File: src/sv/omfw_pkg.sv
// Package for the owned mutex with FIFO waiters.
// Holds shared constants, status codes and the cell control struct.
// No dependencies.
`default_nettype none
package omfw_pkg;

	localparam int QUEUE_DEPTH_DEF = 16;
	localparam int ID_W            = 8;
	localparam int STATUS_W        = 3;

	typedef enum logic [STATUS_W-1:0] {
		ST_GRANTED = 3'd0,
		ST_QUEUED  = 3'd1,
		ST_FREED   = 3'd2,
		ST_HANDOFF = 3'd3,
		ST_IGNORED = 3'd4,
		ST_FULL    = 3'd5
	} status_t;

	typedef enum logic {
		OP_ACQUIRE = 1'b0,
		OP_RELEASE = 1'b1
	} op_t;

	typedef struct packed {
		logic load;
		logic shift;
	} cell_ctrl_t;

endpackage
`default_nettype wire

File: src/sv/omfw_cell.sv
// One waiter cell of the queue chain: loads a new ID or takes its neighbor's ID.
// Depends on omfw_pkg.
`default_nettype none
module omfw_cell
	import omfw_pkg::*;
(
	input  wire logic            clk,
	input  wire cell_ctrl_t      ctrl,
	input  wire logic [ID_W-1:0] load_id,
	input  wire logic [ID_W-1:0] next_id,
	output logic      [ID_W-1:0] id
);

	logic [ID_W-1:0] id_q;

	always_ff @(posedge clk) begin
		if (ctrl.load) begin
			id_q <= load_id;
		end else if (ctrl.shift) begin
			id_q <= next_id;
		end
	end

	assign id = id_q;

endmodule
`default_nettype wire

File: src/sv/omfw_chain.sv
// Wait queue as a row of cells; cell 0 is the oldest waiter, pop shifts toward it.
// Depends on omfw_pkg and omfw_cell.
`default_nettype none
module omfw_chain
	import omfw_pkg::*;
#(
	parameter int QUEUE_DEPTH = QUEUE_DEPTH_DEF,
	localparam int CNT_W = $clog2(QUEUE_DEPTH + 1)
) (
	input  wire logic             clk,
	input  wire logic             push,
	input  wire logic             pop,
	input  wire logic [ID_W-1:0]  push_id,
	input  wire logic [CNT_W-1:0] count,
	output logic      [ID_W-1:0]  head_id
);

	logic [ID_W-1:0] cell_id [QUEUE_DEPTH];

	for (genvar i = 0; i < QUEUE_DEPTH; i++) begin : g_cell
		cell_ctrl_t      ctrl;
		logic [ID_W-1:0] next_id;

		assign ctrl.load  = push && (count == CNT_W'(i));
		assign ctrl.shift = pop;

		if (i == QUEUE_DEPTH - 1) begin : g_last
			assign next_id = '0;
		end else begin : g_mid
			assign next_id = cell_id[i+1];
		end

		omfw_cell u_cell (
			.clk     (clk),
			.ctrl    (ctrl),
			.load_id (push_id),
			.next_id (next_id),
			.id      (cell_id[i])
		);
	end

	assign head_id = cell_id[0];

endmodule
`default_nettype wire

File: src/sv/owned_mutex_fifo_waiters_top.sv
// Top level of the owned mutex with a FIFO of blocked requesters.
// Depends on omfw_pkg and omfw_chain.
//
// channel   handshake            payload
// request   start / busy         op, requester_id
// result    done (one cycle)     status, owner_id, held, waiters
//
// One request per cycle; busy is never raised. The result of a request taken
// at one edge is on the result ports, with done, during the following cycle.
// The queue is a row of cells, so a push or pop completes in that same cycle.
// Reset clears lock, owner and count; queue entries are unset until written.
// The receiver cannot stall: each result shows for exactly one cycle.
`default_nettype none
module owned_mutex_fifo_waiters_top
	import omfw_pkg::*;
#(
	parameter int QUEUE_DEPTH = QUEUE_DEPTH_DEF,
	localparam int CNT_W = $clog2(QUEUE_DEPTH + 1)
) (
	input  wire logic                clk,
	input  wire logic                arst_n,
	input  wire logic                start,
	output logic                     busy,
	input  wire logic                op,
	input  wire logic [ID_W-1:0]     requester_id,
	output logic                     done,
	output logic      [STATUS_W-1:0] status,
	output logic      [ID_W-1:0]     owner_id,
	output logic                     held,
	output logic      [CNT_W-1:0]    waiters
);

	logic             held_q;
	logic [ID_W-1:0]  owner_q;
	logic [CNT_W-1:0] count_q;
	logic             done_q;
	status_t          status_q;

	logic             accept;
	logic             push;
	logic             pop;
	logic [ID_W-1:0]  head_id;
	status_t          status_d;
	logic             held_d;
	logic [ID_W-1:0]  owner_d;
	logic [CNT_W-1:0] count_d;

	assign busy   = 1'b0;
	assign accept = start && !busy;

	always_comb begin
		push     = 1'b0;
		pop      = 1'b0;
		held_d   = held_q;
		owner_d  = owner_q;
		count_d  = count_q;
		status_d = ST_IGNORED;
		if (op_t'(op) == OP_ACQUIRE) begin
			if (!held_q) begin
				held_d   = 1'b1;
				owner_d  = requester_id;
				status_d = ST_GRANTED;
			end else if (count_q == CNT_W'(QUEUE_DEPTH)) begin
				status_d = ST_FULL;
			end else begin
				push     = accept;
				count_d  = count_q + CNT_W'(1);
				status_d = ST_QUEUED;
			end
		end else begin
			if (!held_q || owner_q != requester_id) begin
				status_d = ST_IGNORED;
			end else if (count_q != '0) begin
				pop      = accept;
				owner_d  = head_id;
				count_d  = count_q - CNT_W'(1);
				status_d = ST_HANDOFF;
			end else begin
				held_d   = 1'b0;
				owner_d  = '0;
				status_d = ST_FREED;
			end
		end
	end

	omfw_chain #(
		.QUEUE_DEPTH (QUEUE_DEPTH)
	) u_chain (
		.clk     (clk),
		.push    (push),
		.pop     (pop),
		.push_id (requester_id),
		.count   (count_q),
		.head_id (head_id)
	);

	always_ff @(posedge clk or negedge arst_n) begin
		if (!arst_n) begin
			held_q   <= 1'b0;
			owner_q  <= '0;
			count_q  <= '0;
			done_q   <= 1'b0;
			status_q <= ST_GRANTED;
		end else begin
			done_q <= accept;
			if (accept) begin
				held_q   <= held_d;
				owner_q  <= owner_d;
				count_q  <= count_d;
				status_q <= status_d;
			end
		end
	end

	assign done     = done_q;
	assign status   = status_q;
	assign owner_id = owner_q;
	assign held     = held_q;
	assign waiters  = count_q;

endmodule
`default_nettype wire
File: config.mk
export PLATFORM = sky130hd
export DESIGN_NAME = owned_mutex_fifo_waiters_top
export DESIGN_NICKNAME = d
export VERILOG_FILES = /design/src/sv/omfw_pkg.sv /design/src/sv/omfw_cell.sv /design/src/sv/omfw_chain.sv /design/src/sv/owned_mutex_fifo_waiters_top.sv
export SDC_FILE = /design/constraint.sdc
export NUM_CORES = 1
export LEC_CHECK = 0
export ABC_AREA = 1
export BUFFER_PORTS_ARGS = -buffer_cell sky130_fd_sc_hd__buf_2
export CORE_MARGIN = 1
export CORE_UTILIZATION = 40
export CTS_CLUSTER_SIZE = 25
export DETAILED_ROUTE_END_ITERATION = 8
export PLACE_DENSITY_LB_ADDON = 0.1
export SKIP_CTS_REPAIR_TIMING = 1
export SKIP_LAST_GASP = 1
export SLEW_MARGIN = 20
export SYNTH_ARGS = -nofsm -noshare
export SYNTH_HDL_FRONTEND = slang
export SYNTH_SLANG_ARGS = --single-unit
File: constraint.sdc
create_clock -name clk -period 2.4 [get_ports clk]
set_input_delay 0.24 -clock clk [delete_from_list [all_inputs] [get_ports clk]]
set_output_delay 0.24 -clock clk [all_outputs]
set_load 0.02 [all_outputs]
# Word level (Yosys, flattened, before mapping)
# Cells that the tools add are included.
# word_totals
output_inout_bits	19
regBits	146
wordCells	140
# classes
reduce_logical	40
muxes	55
n_eq_ne	22
add_sub_neg	2
# ops
cell	count
2-to-1 mux 8 bit	36
equality test 5 x 4 -> 1 bit (second input constant)	8
nonzero test 2 bit	17
2-to-1 mux 5 bit	5
equality test 5 x 3 -> 1 bit (second input constant)	4
logical AND 1 bit	16
2-to-1 mux 3 bit	4
equality test 5 x 2 -> 1 bit (second input constant)	2
2-to-1 mux 1 bit	10
inequality test 2 bit (second input constant)	4
inequality test 8 bit	1
AND reduction 3 bit	2
adder 5 x 1 -> 5 bit (second input constant)	1
equality test 5 x 1 -> 1 bit (second input constant)	1
equality test 5 bit (second input constant)	1
zero test 5 bit	1
AND reduction 5 bit	1
nonzero test 5 bit	1
subtractor 5 x 1 -> 5 bit (second input constant)	1
inequality test 2 x 1 -> 1 bit (second input constant)	1
zero test 1 bit	1
logical OR 1 bit	1

# Logic depth before layout (Yosys ltp)
# Gate-level depths: netlist (run 1).
# depth
ltp_word	6
ltp_mapped	12
depth_no_buf	11

# Modules after synthesis
# Synthesis (run 1) repeated with hierarchy kept, for this count alone.
# hier_totals
cells_unflattened	775
hier_area_um2	7013.0
# modules_own_cells
module	cells_each	seq_area_each_um2	n_inst	area_per_inst_um2
omfw_cell	35	240.2	16	351.6
owned_mutex_fifo_waiters_top	179	450.4	1	1244.9
omfw_chain	36	0.0	1	142.6

# Least setup slack after synthesis (run 1)
# Ideal clock, no wire load.
# synth_path
kind	register to register
start	register count_q[0], in the netlist waiters[0]
end	register u_chain.g_cell[1].u_cell.id_q[0] (enable)
setup_ns	0.329
required_ns	2.071
slack_ns	0.390
path_stages_with_launch	9
arrival_time_ns	1.681
n_path_buf	1
cell_sequence	dfrtp_1 > inv_1 > ha_1 > nand3_1 > nand2_1 > inv_2 > nand3_2 > buf_2 > nand2_1
# synth_via
elab_chain_cells	6
# synth_rtl
item	line_no	text
start, declared	owned_mutex_fifo_waiters_top.sv:35	logic [CNT_W-1:0] count_q;
start signal, assigned	owned_mutex_fifo_waiters_top.sv:109	count_q <= count_d;
equality test 5 bit	owned_mutex_fifo_waiters_top.sv:63	end else if (count_q == CNT_W'(QUEUE_DEPTH)) begin
2-to-1 mux 1 bit	owned_mutex_fifo_waiters_top.sv:63	
2-to-1 mux 1 bit	owned_mutex_fifo_waiters_top.sv:59	if (!held_q) begin
2-to-1 mux 1 bit	owned_mutex_fifo_waiters_top.sv:58	if (op_t'(op) == OP_ACQUIRE) begin
logical AND 1 bit	omfw_chain.sv:24	assign ctrl.load = push && (count == CNT_W'(i));
nonzero test 2 bit (no source line) (*)	--	
end signal, assigned	omfw_cell.sv:18	id_q <= load_id;
end signal, assigned	omfw_cell.sv:20	id_q <= next_id;
end, declared	omfw_cell.sv:14	logic [ID_W-1:0] id_q;
# Every way passes the cells marked *; elsewhere a longest branch is shown, timed or not.
# A chain may end at the register's enable or synchronous reset.

# Worst setup path in the final report (run 1)
# layout_path
start	register count_q[0], in the netlist waiters[0]
end	register u_chain.g_cell[2].u_cell.id_q[2] (enable)
# layout_via
elab_chain_cells	6
# layout_rtl
item	line_no
equality test 5 bit	owned_mutex_fifo_waiters_top.sv:63
2-to-1 mux 1 bit	owned_mutex_fifo_waiters_top.sv:63
2-to-1 mux 1 bit	owned_mutex_fifo_waiters_top.sv:59
2-to-1 mux 1 bit	owned_mutex_fifo_waiters_top.sv:58
logical AND 1 bit	omfw_chain.sv:24
nonzero test 2 bit (no source line) (*)	--
end signal, assigned	omfw_cell.sv:18
end signal, assigned	omfw_cell.sv:20
end, declared	omfw_cell.sv:14
# Marked as above.

==> results of run 1 <==
-- registers in the layout (all words and copies together) (netlist names) --
name	count
done	1
held	1
owner_id	8
status	3
u_chain.g_cell.u_cell.id	128
waiters	5
-- per-stage QoR --
step	instances	hold slack, ns	power (W)	util [%]	setup WS [ns]
detailed placement	877	0.199	0.00442	43.3	0.256
global route	910	0.172	0.00751	47.2	0.107
floorplan	637	-0.0556	0.00406	-	0.390
CTS	909	-0.248	0.00724	47.1	0.253
global placement	877	0.196	0.00441	43.3	0.341
finish	910	0.133	0.00720	47.2	0.249
-- worst paths after layout --
path	start	endpoint	cells after the start
max	waiters[0]$_DFFE_PN0P_	u_chain.g_cell[2].u_cell.id[2]$_DFFE_PP_	6
min	op	held$_DFFE_PN0P_	4
min in group asynchronous	arst_n	owner_id[5]$_DFFE_PN0P_	2
min reg2reg	status[1]$_DFFE_PN0P_	status[1]$_DFFE_PN0P_	2
max reg2reg	waiters[0]$_DFFE_PN0P_	u_chain.g_cell[2].u_cell.id[2]$_DFFE_PP_	6
max in group asynchronous	arst_n	waiters[2]$_DFFE_PN0P_	2
-- cells in the final DEF, fill, tap and decap left out, types with 6 or more instances in the layout --
| master | n |
|---|---|
| nand2_2 | 10 |
| o21ai_0 | 43 |
| clkbuf_16 | 17 |
| nand3_1 | 21 |
| edfxtp_1 | 128 |
| ha_1 | 6 |
| inv_1 | 26 |
| dfrtp_1 | 18 |
| nand2_1 | 198 |
| nor2_1 | 21 |
| buf_4 | 23 |
| nand4_1 | 13 |
| buf_2 | 29 |
| o21ai_2 | 19 |
| o21ai_1 | 72 |
-- power by group through the flow --
stage / clock, W / sequential [W] / combinational, W
after detailed placement: 0 / 0.00317 / 0.00125
final: 0.00283 / 0.00312 / 0.00125
after global placement: 0 / 0.00316 / 0.00125
after global routing: 0.00297 / 0.00314 / 0.00140
after CTS: 0.00287 / 0.00311 / 0.00126
after floorplan: 0 / 0.00320 / 0.000861
-- cell families after synthesis --
kind of cell               after synthesis
and+or+nand+nor                        278
DFF                                    146
xor gates and xnor gates                 4
AOI/OAI and AO/OA                      139
adders and majority gates                6
other                                    1
buffers and inverters                   63
-- cell type report --
class,instances,area (µm²)
Tap cell,220,275
Sequential cell,146,4290
Inverter,30,118
Clock inverter,15,205
Fill cell,1567,8760
Multi-Input combinational cell,428,2160
Timing Repair Buffer,54,348
Clock buffer,17,425
-- worst max-delay path: stages, from the launching register on --
cell     delay (ns)
dfrtp_1        0.45
inv_1          0.17
ha_1           0.17
inv_1          0.04
nor2_1         0.36
nand3_2        0.27
nand2_1        0.35
-- routing by layer --
metal  part of all wire [%]  up-vias
met5                      0        -
met4                    1.8        0
met3                    6.1       21
met2                     46      134
met1                     46     2198
li1                       -     2294
==> reports/qor.csv, run 1 <==
stage;metric;value;unit
finish;Net count, final;695;
finish;count of antenna diodes in the layout;0;
floorplan;die boundary width;132;µm
clock_tree;TritonCTS Buffers;17;
detailed_routing;detailed-routing iteration count for the pre-antenna-repair pass;5;
finish;synthesis-to-finish area growth;15.3;%
logic_synthesis;synthesized-area fraction occupied by ao, oa, aoi and oai cells;11.4;%
global_routing;initial antenna violation count;0;
logic_synthesis;sequential area share after synthesis;63.3;%
logic_synthesis;cell types with the highest counts after synthesis;nand2_1, edfxtp_1, o21ai_1;
power;Psw;0.00214;W
clock_tree;H-tree depth reported by CTS;4;
timing;Min Clock Period, post-route;2.15;ns
logic_synthesis;Post-Synthesis Net Count;655;
logic_synthesis;most common flop cell mapped by yosys;edfxtp_1;
detailed_routing;initial drt markers;336;
detailed_routing;number of vias per cell after detailed routing;5.11;
clock_tree;clock-pin slew on the worst setup and hold paths;0.06;ns
logic_synthesis;fraction of the mapped netlist area in adder cells;1.11;%
logic_synthesis;main area contributors after synthesis;edfxtp_1, nand2_1, dfrtp_1;
logic_synthesis;average cell area after synthesis;10.7;µm²
floorplan;placement row count;47;
global_routing;global route overflow;0;
power;Logic pwr share;17.4;%
outcome;run status;completed;
global_routing;most used routing layer;met2;
timing;Period Utilization, post-route;89.6;%
floorplan;initial core utilization;40.9;%
timing;Final Hold Violating Endpoints;0;
logic_synthesis;count of distinct cell types in the synthesized netlist;34;
critical_path;sort of element at the start of the critical path;register;
placement;half-perimeter wire length of the detailed placement result;10200;µm
placement;routability congestion estimate from global placement;0.869;
power;design internal power;0.00506;W
critical_path;CP Data Required Time;2.48;ns
clock_tree;maximum buffer depth of the clock tree;2;
detailed_routing;DRT antenna net count;0;
logic_synthesis;async set-or-reset flop fraction in the synthesized netlist;12.3;%
placement;I/O Buffers;29;
global_routing;combined global-route utilization of all metal layers;19.1;%
logic_synthesis;Synth Warn #;0;
logic_synthesis;share of Yosys cell area claimed by the top area cell type;56.6;%
timing;RSZ-0062 raised after global routing;false;
clock_tree;root cell of the clock tree;clkbuf_16;
clock_tree;TritonCTS clock tree;done;
timing;normalized max-slew margin;58.3;%
job;number of maximum-capacitance violations;0;
power;switching part of the total;29.7;%
critical_path;Worst Path Max Fanout;9;
timing;worst clock skew;0.00571;ns
power;PwrDens;920;nW/µm²
critical_path;Crit Path Category;register to register;
logic_synthesis;XOR/XNOR Fraction of Synth Area;0.516;%
logic_synthesis;cell taking the most area after synthesis;edfxtp_1;
global_routing;GR Util met2;29.6;%
floorplan;die outline area;17500;µm²
power;part of the total power dissipated in the clock network;39.3;%
detailed_routing;average wire per standard cell;17.3;µm
detailed_routing;wirelength, routed;15800;µm
placement;placement-stage cell area;7180;µm²
critical_path;setup slack of the most critical reg-to-reg path;0.25;ns
floorplan;core box area;16600;µm²
power;leakage power;3.26;nW
clock_tree;Skew-Pair Late Insertion Delay;0.42;ns
global_routing;vias in the first global route;4431;
timing;max-slew violation total from the final report;0;
global_routing;met3 Track Usage GR;4.50;%
clock_tree;total clock sinks;146;
global_routing;largest net degree at the start of global routing;24;
power;Flop pwr share;43.3;%
finish;proportion of layout cells with a drive suffix above 1;19.1;%
logic_synthesis;largest family of logic cells by synthesized area;simple AND/OR/NAND/NOR gates;
logic_synthesis;synthesized cell area;6790;µm²
global_routing;global-route wire length before repair;24900;µm
min_path;Worst Hold Class;input pin to register;
critical_path;Critical Path End Type;register;
finish;final std cell area, no fill;7820;µm²
floorplan;number of placed I/O pins;31;
logic_synthesis;post-synthesis cell count;637;
logic_synthesis;number of enable flip-flop cells after synthesis;128;
logic_synthesis;cell with the most instances after synthesis;nand2_1;
logic_synthesis;fraction of synthesized area in multiplexers;0;%
global_routing;M1 GR Usage;26.2;%
timing;number of endpoints failing setup at the final stage;0;
timing;upper clock frequency limit;0.465;GHz
floorplan;floorplan die height;132;µm
critical_path;critical path data arrival time;2.23;ns
power;largest voltage drop on the vdd net;540;µV
timing;sum of negative setup slack;0;ns
logic_synthesis;post-synthesis simple-gate area fraction;18.7;%
detailed_routing;DRC violation count after routing;0;
timing;Tightest Pin Transition;0.625;ns
detailed_routing;via count;4647;
logic_synthesis;Yosys reg bits;146;
Power figures use the tool's default switching activity.
==> inputs of run 2 (changes only) <==
- clock period: 2.4 -> 2.5 ns (I/O delays scaled with it)
==> run 2 against run 1 <==
  * Via count is 0.13% higher
  * Maximum frequency is 2.5% higher
  * Sequential share of layout area rose by 0.061 points
  * Critical path depth unchanged
  * Global-route usage is 0.12 points lower
  * Cell area decreased by 0.11%
  * Clock power decreased by 12%
  * Sequential cell count did not move
  * Wire length is 0.85% lower
  * First-iteration DRC count down 2.1%
  * Critical endpoint is now u_chain.g_cell[4].u_cell.id[7]$_DFFE_PP_
==> reports/qor.csv, run 2 (synthesis gave the netlist of run 1 again) <==
stage;metric;value;unit
detailed_routing;DRT antenna net count;0;
global_routing;combined global-route utilization of all metal layers;19.0;%
timing;minimum setup slack in the final design;0.402;ns
global_routing;largest net degree at the start of global routing;24;
timing;RSZ-0062 raised after global routing;false;
finish;max FFs per register;128;
floorplan;floorplan die height;132;µm
critical_path;Crit Path Category;register to register;
global_routing;vias in the first global route;4294;
finish;synthesis-to-finish area growth;15.2;%
detailed_routing;DRC violation count after routing;0;
power;Flop pwr share;44.5;%
min_path;Worst Hold Class;input pin to register;
clock_tree;clock-pin slew on the worst setup and hold paths;0.06;ns
timing;worst clock skew;0.00643;ns
placement;routability congestion estimate from global placement;0.858;
finish;count of filler cells inserted in the layout;1561;
critical_path;CP Data Required Time;2.59;ns
clock_tree;H-tree depth reported by CTS;4;
outcome;run status;completed;
critical_path;dominant cell type by count on the critical path;nand2_1;
floorplan;number of placed I/O pins;31;
placement;setup slack after placement;0.420;ns
power;Logic pwr share;18.6;%
critical_path;critical-path cell with the highest stage delay;dfrtp_1;
timing;Tightest Pin Transition;0.617;ns
power;part of the total power dissipated in the clock network;36.9;%
detailed_routing;average wire per standard cell;17.1;µm
power;largest voltage drop on the vdd net;491;µV
detailed_routing;initial drt markers;329;
finish;proportion of layout cells with a drive suffix above 1;19.4;%
global_routing;global-route wire length before repair;24600;µm
timing;hold slack final;0.142;ns
finish;highest-count cells in the layout ignoring fill and taps;nand2_1, edfxtp_1, o21ai_1;
clock_tree;maximum buffer depth of the clock tree;2;
timing;Min Clock Period, post-route;2.10;ns
timing;Period Utilization, post-route;83.9;%
clock_tree;total clock sinks;146;
power;switching part of the total;30.4;%
clock_tree;root cell of the clock tree;clkbuf_16;
detailed_routing;wirelength, routed;15600;µm
detailed_routing;via count;4653;
finish;leading cell type in the layout, fill and taps excluded;nand2_1;
placement;half-perimeter wire length of the detailed placement result;10100;µm
timing;Final Hold Violating Endpoints;0;
power;design internal power;0.00468;W
floorplan;die outline area;17500;µm²
floorplan;placement row count;47;
critical_path;sort of element at the start of the critical path;register;
clock_tree;TritonCTS Buffers;17;
finish;Net count, final;700;
detailed_routing;detailed-routing iteration count for the pre-antenna-repair pass;6;
critical_path;Critical Path End Type;register;
timing;max-slew violation total from the final report;0;
timing;number of endpoints failing setup at the final stage;0;
power;leakage power;3.26;nW
power;PwrDens;861;nW/µm²
power;post-layout power;0.00673;W
placement;Placed Cells incl. Taps;882;
placement;I/O Buffers;29;
finish;final instance count without filler cells;915;
floorplan;initial core utilization;40.9;%
timing;normalized max-slew margin;58.9;%
global_routing;initial antenna violation count;0;
floorplan;core box area;16600;µm²
critical_path;setup slack of the most critical reg-to-reg path;0.40;ns
critical_path;cells along the critical path;inv_1 > ha_1 > nand2_1 > nor2_8 > nand3_4 > nand2_1;
finish;count of antenna diodes in the layout;0;
clock_tree;TritonCTS clock tree;done;
clock_tree;Skew-Pair Late Insertion Delay;0.42;ns
global_routing;global route overflow;0;
timing;upper clock frequency limit;0.477;GHz
floorplan;die boundary width;132;µm
critical_path;Crit path largest cell delay;0.45;ns
detailed_routing;number of vias per cell after detailed routing;5.09;
critical_path;critical path data arrival time;2.19;ns
job;number of maximum-capacitance violations;0;
critical_path;Worst Path Max Fanout;17;
timing;sum of negative setup slack;0;ns
power;Psw;0.00205;W
==> run 2: cell types whose count changed in the layout (fill, tap and decap cells not counted), sizes merged <==
| cell | change |
|---|---|
| buf | +5 |
| clkinv | +2 |
| bufinv | -2 |
==> run 2: routing by layer <==
| metal | part of all wire, % | GRT usage (%) | vias up |
|---|---|---|---|
| li1 | - | - | 2308 |
| met1 | 49 | 27.4 | 2207 |
| met2 | 45 | 28.0 | 117 |
| met3 | 4.0 | 4.04 | 21 |
| met4 | 2.0 | 7.73 | 0 |
| met5 | 0 | 0 | - |
==> run 2: worst paths after layout <==
path / from / to / depth (start not counted)
setup / recovery: waiters[0]$_DFFE_PN0P_ / u_chain.g_cell[4].u_cell.id[7]$_DFFE_PP_ / 6
max in group asynchronous: arst_n / waiters[0]$_DFFE_PN0P_ / 2
hold / removal: op / held$_DFFE_PN0P_ / 4
setup reg to reg: waiters[0]$_DFFE_PN0P_ / u_chain.g_cell[4].u_cell.id[7]$_DFFE_PP_ / 6
hold reg to reg: status[1]$_DFFE_PN0P_ / status[1]$_DFFE_PN0P_ / 2
min in group asynchronous: arst_n / owner_id[0]$_DFFE_PN0P_ / 2
==> run 2: power by group through the flow <==
stage	combinational [W]	clock, W	sequential (W)
finish	0.00125	0.00248	0.00299
global route	0.00139	0.00262	0.00302
CTS	0.00125	0.00251	0.00299
detailed placement	0.00124	0	0.00304
global placement	0.00125	0	0.00303
floorplan	0.000827	0	0.00307
==> run 2: area by class of cell <==
cell class | count | area, µm² | share of cell area, %
Inverter | 30 | 118 | 1.50
Tap cell | 220 | 275 | 3.52
Timing Repair Buffer | 59 | 385 | 4.93
Sequential cell | 146 | 4290 | 54.9
Clock inverter | 15 | 159 | 2.03
Clock buffer | 17 | 425 | 5.44
Multi-Input combinational cell | 428 | 2160 | 27.6
==> run 2: critical path, delay by kind of cell (launching register included) <==
| family | cells | cell delay [ns] |
|---|---|---|
| and+or+nand+nor | 4 | 0.90 |
| DFF | 1 | 0.45 |
| adders and majority gates | 1 | 0.25 |
| buffers and inverters | 1 | 0.16 |
==> run 2: stage by stage <==
step / area, µm² / util (%)
2_1_floorplan: 6790 / -
3_3_place_gp: 7220 / 43.5
3_5_place_dp: 7220 / 43.5
4_1_cts: 7800 / 47.1
5_1_grt: 7820 / 47.1
6_report: 7820 / 47.1
==> inputs of run 3 (changes only) <==
- ABC_AREA: 1 -> 0
- clock period: 2.5 -> 1.75 ns (I/O delays scaled with it)
==> run 3 against run 2 <==
  * The flow now finishes with violations (setup timing)
  * Wire length up 5.3%
  * Via count fell by 10%
  * Cell area up 20%
  * Area after synthesis shrank 0.94%
  * Clock-buffer cell count grew 2
  * Global-route usage down 0.41 points
  * Synthesized cell count shrank 29%
  * Combinational power rose by 84%
  * Clock power grew 39%
  * Die area shrank 0.92%
  * Clock skew about the same
  * Non-clock buffer count rose by 81
  * Critical endpoint is now u_chain.g_cell[7].u_cell.id[7]$_DFFE_PP_
  * Largest cell class unchanged
==> reports/qor.csv, run 3 <==
stage;metric;value;unit
outcome;run status;complete, but fails checks;
outcome;violated checks;setup timing;
logic_synthesis;cell taking the most area after synthesis;edfxtp_1;
finish;proportion of layout cells with a drive suffix above 1;62.0;%
clock_tree;clock-pin slew on the worst setup and hold paths;0.06;ns
floorplan;die boundary width;132;µm
timing;worst clock skew;0.00687;ns
global_routing;largest net degree at the start of global routing;19;
detailed_routing;via count;4187;
detailed_routing;DRT antenna net count;0;
finish;area taken by flip-flops and latches;4300;µm²
global_routing;global route overflow;0;
placement;half-perimeter wire length of the detailed placement result;10200;µm
timing;minimum setup slack in the final design;-0.580;ns
critical_path;CP Buf/Inv Count;3;
timing;sum of negative setup slack;-82.75;ns
detailed_routing;Met3 Routed Length;573;µm
power;leakage power;3.57;nW
critical_path;kind of cell with the highest combined delay on the critical path;simple AND/OR/NAND/NOR gates;
global_routing;vias in the first global route;4238;
timing;hold slack final;0.151;ns
placement;setup slack after placement;-0.514;ns
detailed_routing;DRC violation count after routing;0;
logic_synthesis;cell with the most instances after synthesis;edfxtp_1;
timing;number of endpoints failing setup at the final stage;236;
logic_synthesis;Yosys reg bits;146;
detailed_routing;wirelength, routed;16500;µm
clock_tree;total clock sinks;146;
placement;routability congestion estimate from global placement;0.737;
critical_path;Crit Path Category;register to register;
finish;final instance count without filler cells;814;
critical_path;cells along the critical path;xor2_1 > or4_4 > nor4_4 > buf_4 > nand2_8 > buf_8 > buf_6 > nand2_8;
min_path;Worst Hold Class;input pin to register;
timing;Period Utilization, post-route;133;%
floorplan;initial core utilization;40.8;%
finish;footprint of the multi-input gates;3030;µm²
critical_path;Critical Path End Type;register;
placement;I/O Buffers;29;
clock_tree;TritonCTS clock tree;done;
logic_synthesis;Synth Warn #;0;
critical_path;critical path data arrival time;2.46;ns
critical_path;Worst Path Max Fanout;8;
detailed_routing;highest routed layer;met4;
global_routing;global-route wire length before repair;24100;µm
finish;count of antenna diodes in the layout;0;
logic_synthesis;synthesized cell area;6720;µm²
logic_synthesis;cell types with the highest counts after synthesis;edfxtp_1, mux2_2, nand2_1;
logic_synthesis;number of enable flip-flop cells after synthesis;128;
floorplan;core box area;16500;µm²
timing;RSZ-0062 raised after global routing;true;
critical_path;critical-path cell with the highest stage delay;or4_4;
critical_path;dominant cell type by count on the critical path;nand2_8;
finish;highest-count cells in the layout ignoring fill and taps;edfxtp_1, buf_4, mux2_2;
detailed_routing;number of vias per cell after detailed routing;5.14;
logic_synthesis;count of distinct cell types in the synthesized netlist;46;
job;number of maximum-capacitance violations;0;
power;PwrDens;1050;nW/µm²
timing;Min Clock Period, post-route;2.33;ns
detailed_routing;initial drt markers;187;
detailed_routing;detailed route wirelength on metal2;8390;µm
logic_synthesis;share of Yosys cell area claimed by the top area cell type;57.2;%
finish;count of filler cells inserted in the layout;1323;
logic_synthesis;most common flop cell mapped by yosys;edfxtp_1;
floorplan;floorplan die height;132;µm
global_routing;initial antenna violation count;0;
finish;Net count, final;600;
power;largest voltage drop on the vdd net;725;µV
detailed_routing;average wire per standard cell;20.2;µm
logic_synthesis;average cell area after synthesis;14.9;µm²
finish;max FFs per register;128;
clock_tree;root cell of the clock tree;clkbuf_16;
logic_synthesis;post-synthesis cell count;451;
clock_tree;maximum buffer depth of the clock tree;2;
clock_tree;H-tree depth reported by CTS;4;
logic_synthesis;async set-or-reset flop fraction in the synthesized netlist;12.3;%
critical_path;CP Data Required Time;1.88;ns
clock_tree;Skew-Pair Late Insertion Delay;0.42;ns
floorplan;placement row count;47;
logic_synthesis;main area contributors after synthesis;edfxtp_1, mux2_2, dfrtp_1;
global_routing;combined global-route utilization of all metal layers;18.6;%
finish;leading cell type in the layout, fill and taps excluded;edfxtp_1;
detailed_routing;detailed-routing iteration count for the pre-antenna-repair pass;4;
finish;synthesis-to-finish area growth;39.9;%
logic_synthesis;Post-Synthesis Net Count;469;
floorplan;die outline area;17300;µm²
logic_synthesis;sequential area share after synthesis;63.9;%
floorplan;number of placed I/O pins;31;
timing;upper clock frequency limit;0.429;GHz
placement;Placed Cells incl. Taps;743;
detailed_routing;Met1 Wirelength;7350;µm
critical_path;sort of element at the start of the critical path;register;
critical_path;Crit path largest cell delay;0.56;ns
clock_tree;TritonCTS Buffers;17;
timing;max-slew violation total from the final report;0;
power;post-layout power;0.00986;W
timing;Final Hold Violating Endpoints;0;
[run 3: cell types whose count changed after synthesis, moves of 8 or more]
cell	change
nand2_1	-171
o21ai_1	-71
o21ai_0	-38
inv_1	-12
nand2_2	-9
and2_1	+8
clkbuf_1	+10
a221oi_1	+8
mux2_2	+120
o21ai_2	-19
nand4_1	-10
nand3_1	-15
[run 3: cells by family (layout without fill, tap and decap cells)]
family | Yosys count | in the layout | share of synthesized area [%]
DFF | 146 | 146 | 63.9
adders and majority gates | 6 | 6 | 1.12
AOI/OAI and AO/OA | 24 | 24 | 2.61
buffers and inverters | 45 | 185 | 2.79
xor gates and xnor gates | 12 | 12 | 1.56
muxes | 123 | 123 | 20.6
other | 1 | 1 | 0.0558
and+or+nand+nor | 94 | 97 | 7.41
[run 3: path summary, 6_finish.rpt]
path / endpoint / depth (start not counted) / startpoint / slack, ns
max: u_chain.g_cell[7].u_cell.id[7]$_DFFE_PP_ / 8 / owner_id[5]$_DFFE_PN0P_ / -0.58
min: status[2]$_DFFE_PN0P_ / 4 / start / 0.15
max reg2reg: u_chain.g_cell[7].u_cell.id[7]$_DFFE_PP_ / 8 / owner_id[5]$_DFFE_PN0P_ / -0.58
min reg2reg: status[1]$_DFFE_PN0P_ / 1 / status[1]$_DFFE_PN0P_ / 0.51
max in group asynchronous: owner_id[5]$_DFFE_PN0P_ / 2 / arst_n / 1.18
min in group asynchronous: owner_id[2]$_DFFE_PN0P_ / 2 / arst_n / 0.24
[run 3: stage by stage]
stage	area [µm²]	util, %
2_1_floorplan	7020	-
3_3_place_gp	7890	47.9
3_5_place_dp	7890	47.9
4_1_cts	8430	51.2
5_1_grt	9400	57.1
6_report	9400	57.1
[run 3: report_power, final]
part	total, W	internal (W)	switching (W)
Sequential	0.00412	0.00392	0.000200
Combinational	0.00230	0.00113	0.00117
Clock	0.00344	0.00207	0.00138
Total	0.00986	0.00712	0.00274
[run 3: metal layers]
layer	global-route usage (%)	vias up
li1	-	1953
met1	25.1	2152
met2	30.2	70
met3	3.97	12
met4	5.23	0
met5	0	-
[run 3: tightest hold or removal path, delay by kind of cell]
family,cells,cell delay (ns)
buffers and inverters,2,0.22
AND/OR/NAND/NOR,2,0.13
[run 3: cell type report]
type                    count  share of cell area, %
clock buffers              19                   4.60
clock inverters            12                   1.24
multi-input cells         263                   32.3
well taps                 220                   2.93
repair buffers            140                   12.6
flip-flops and latches    146                   45.8
inverters                  14                  0.639
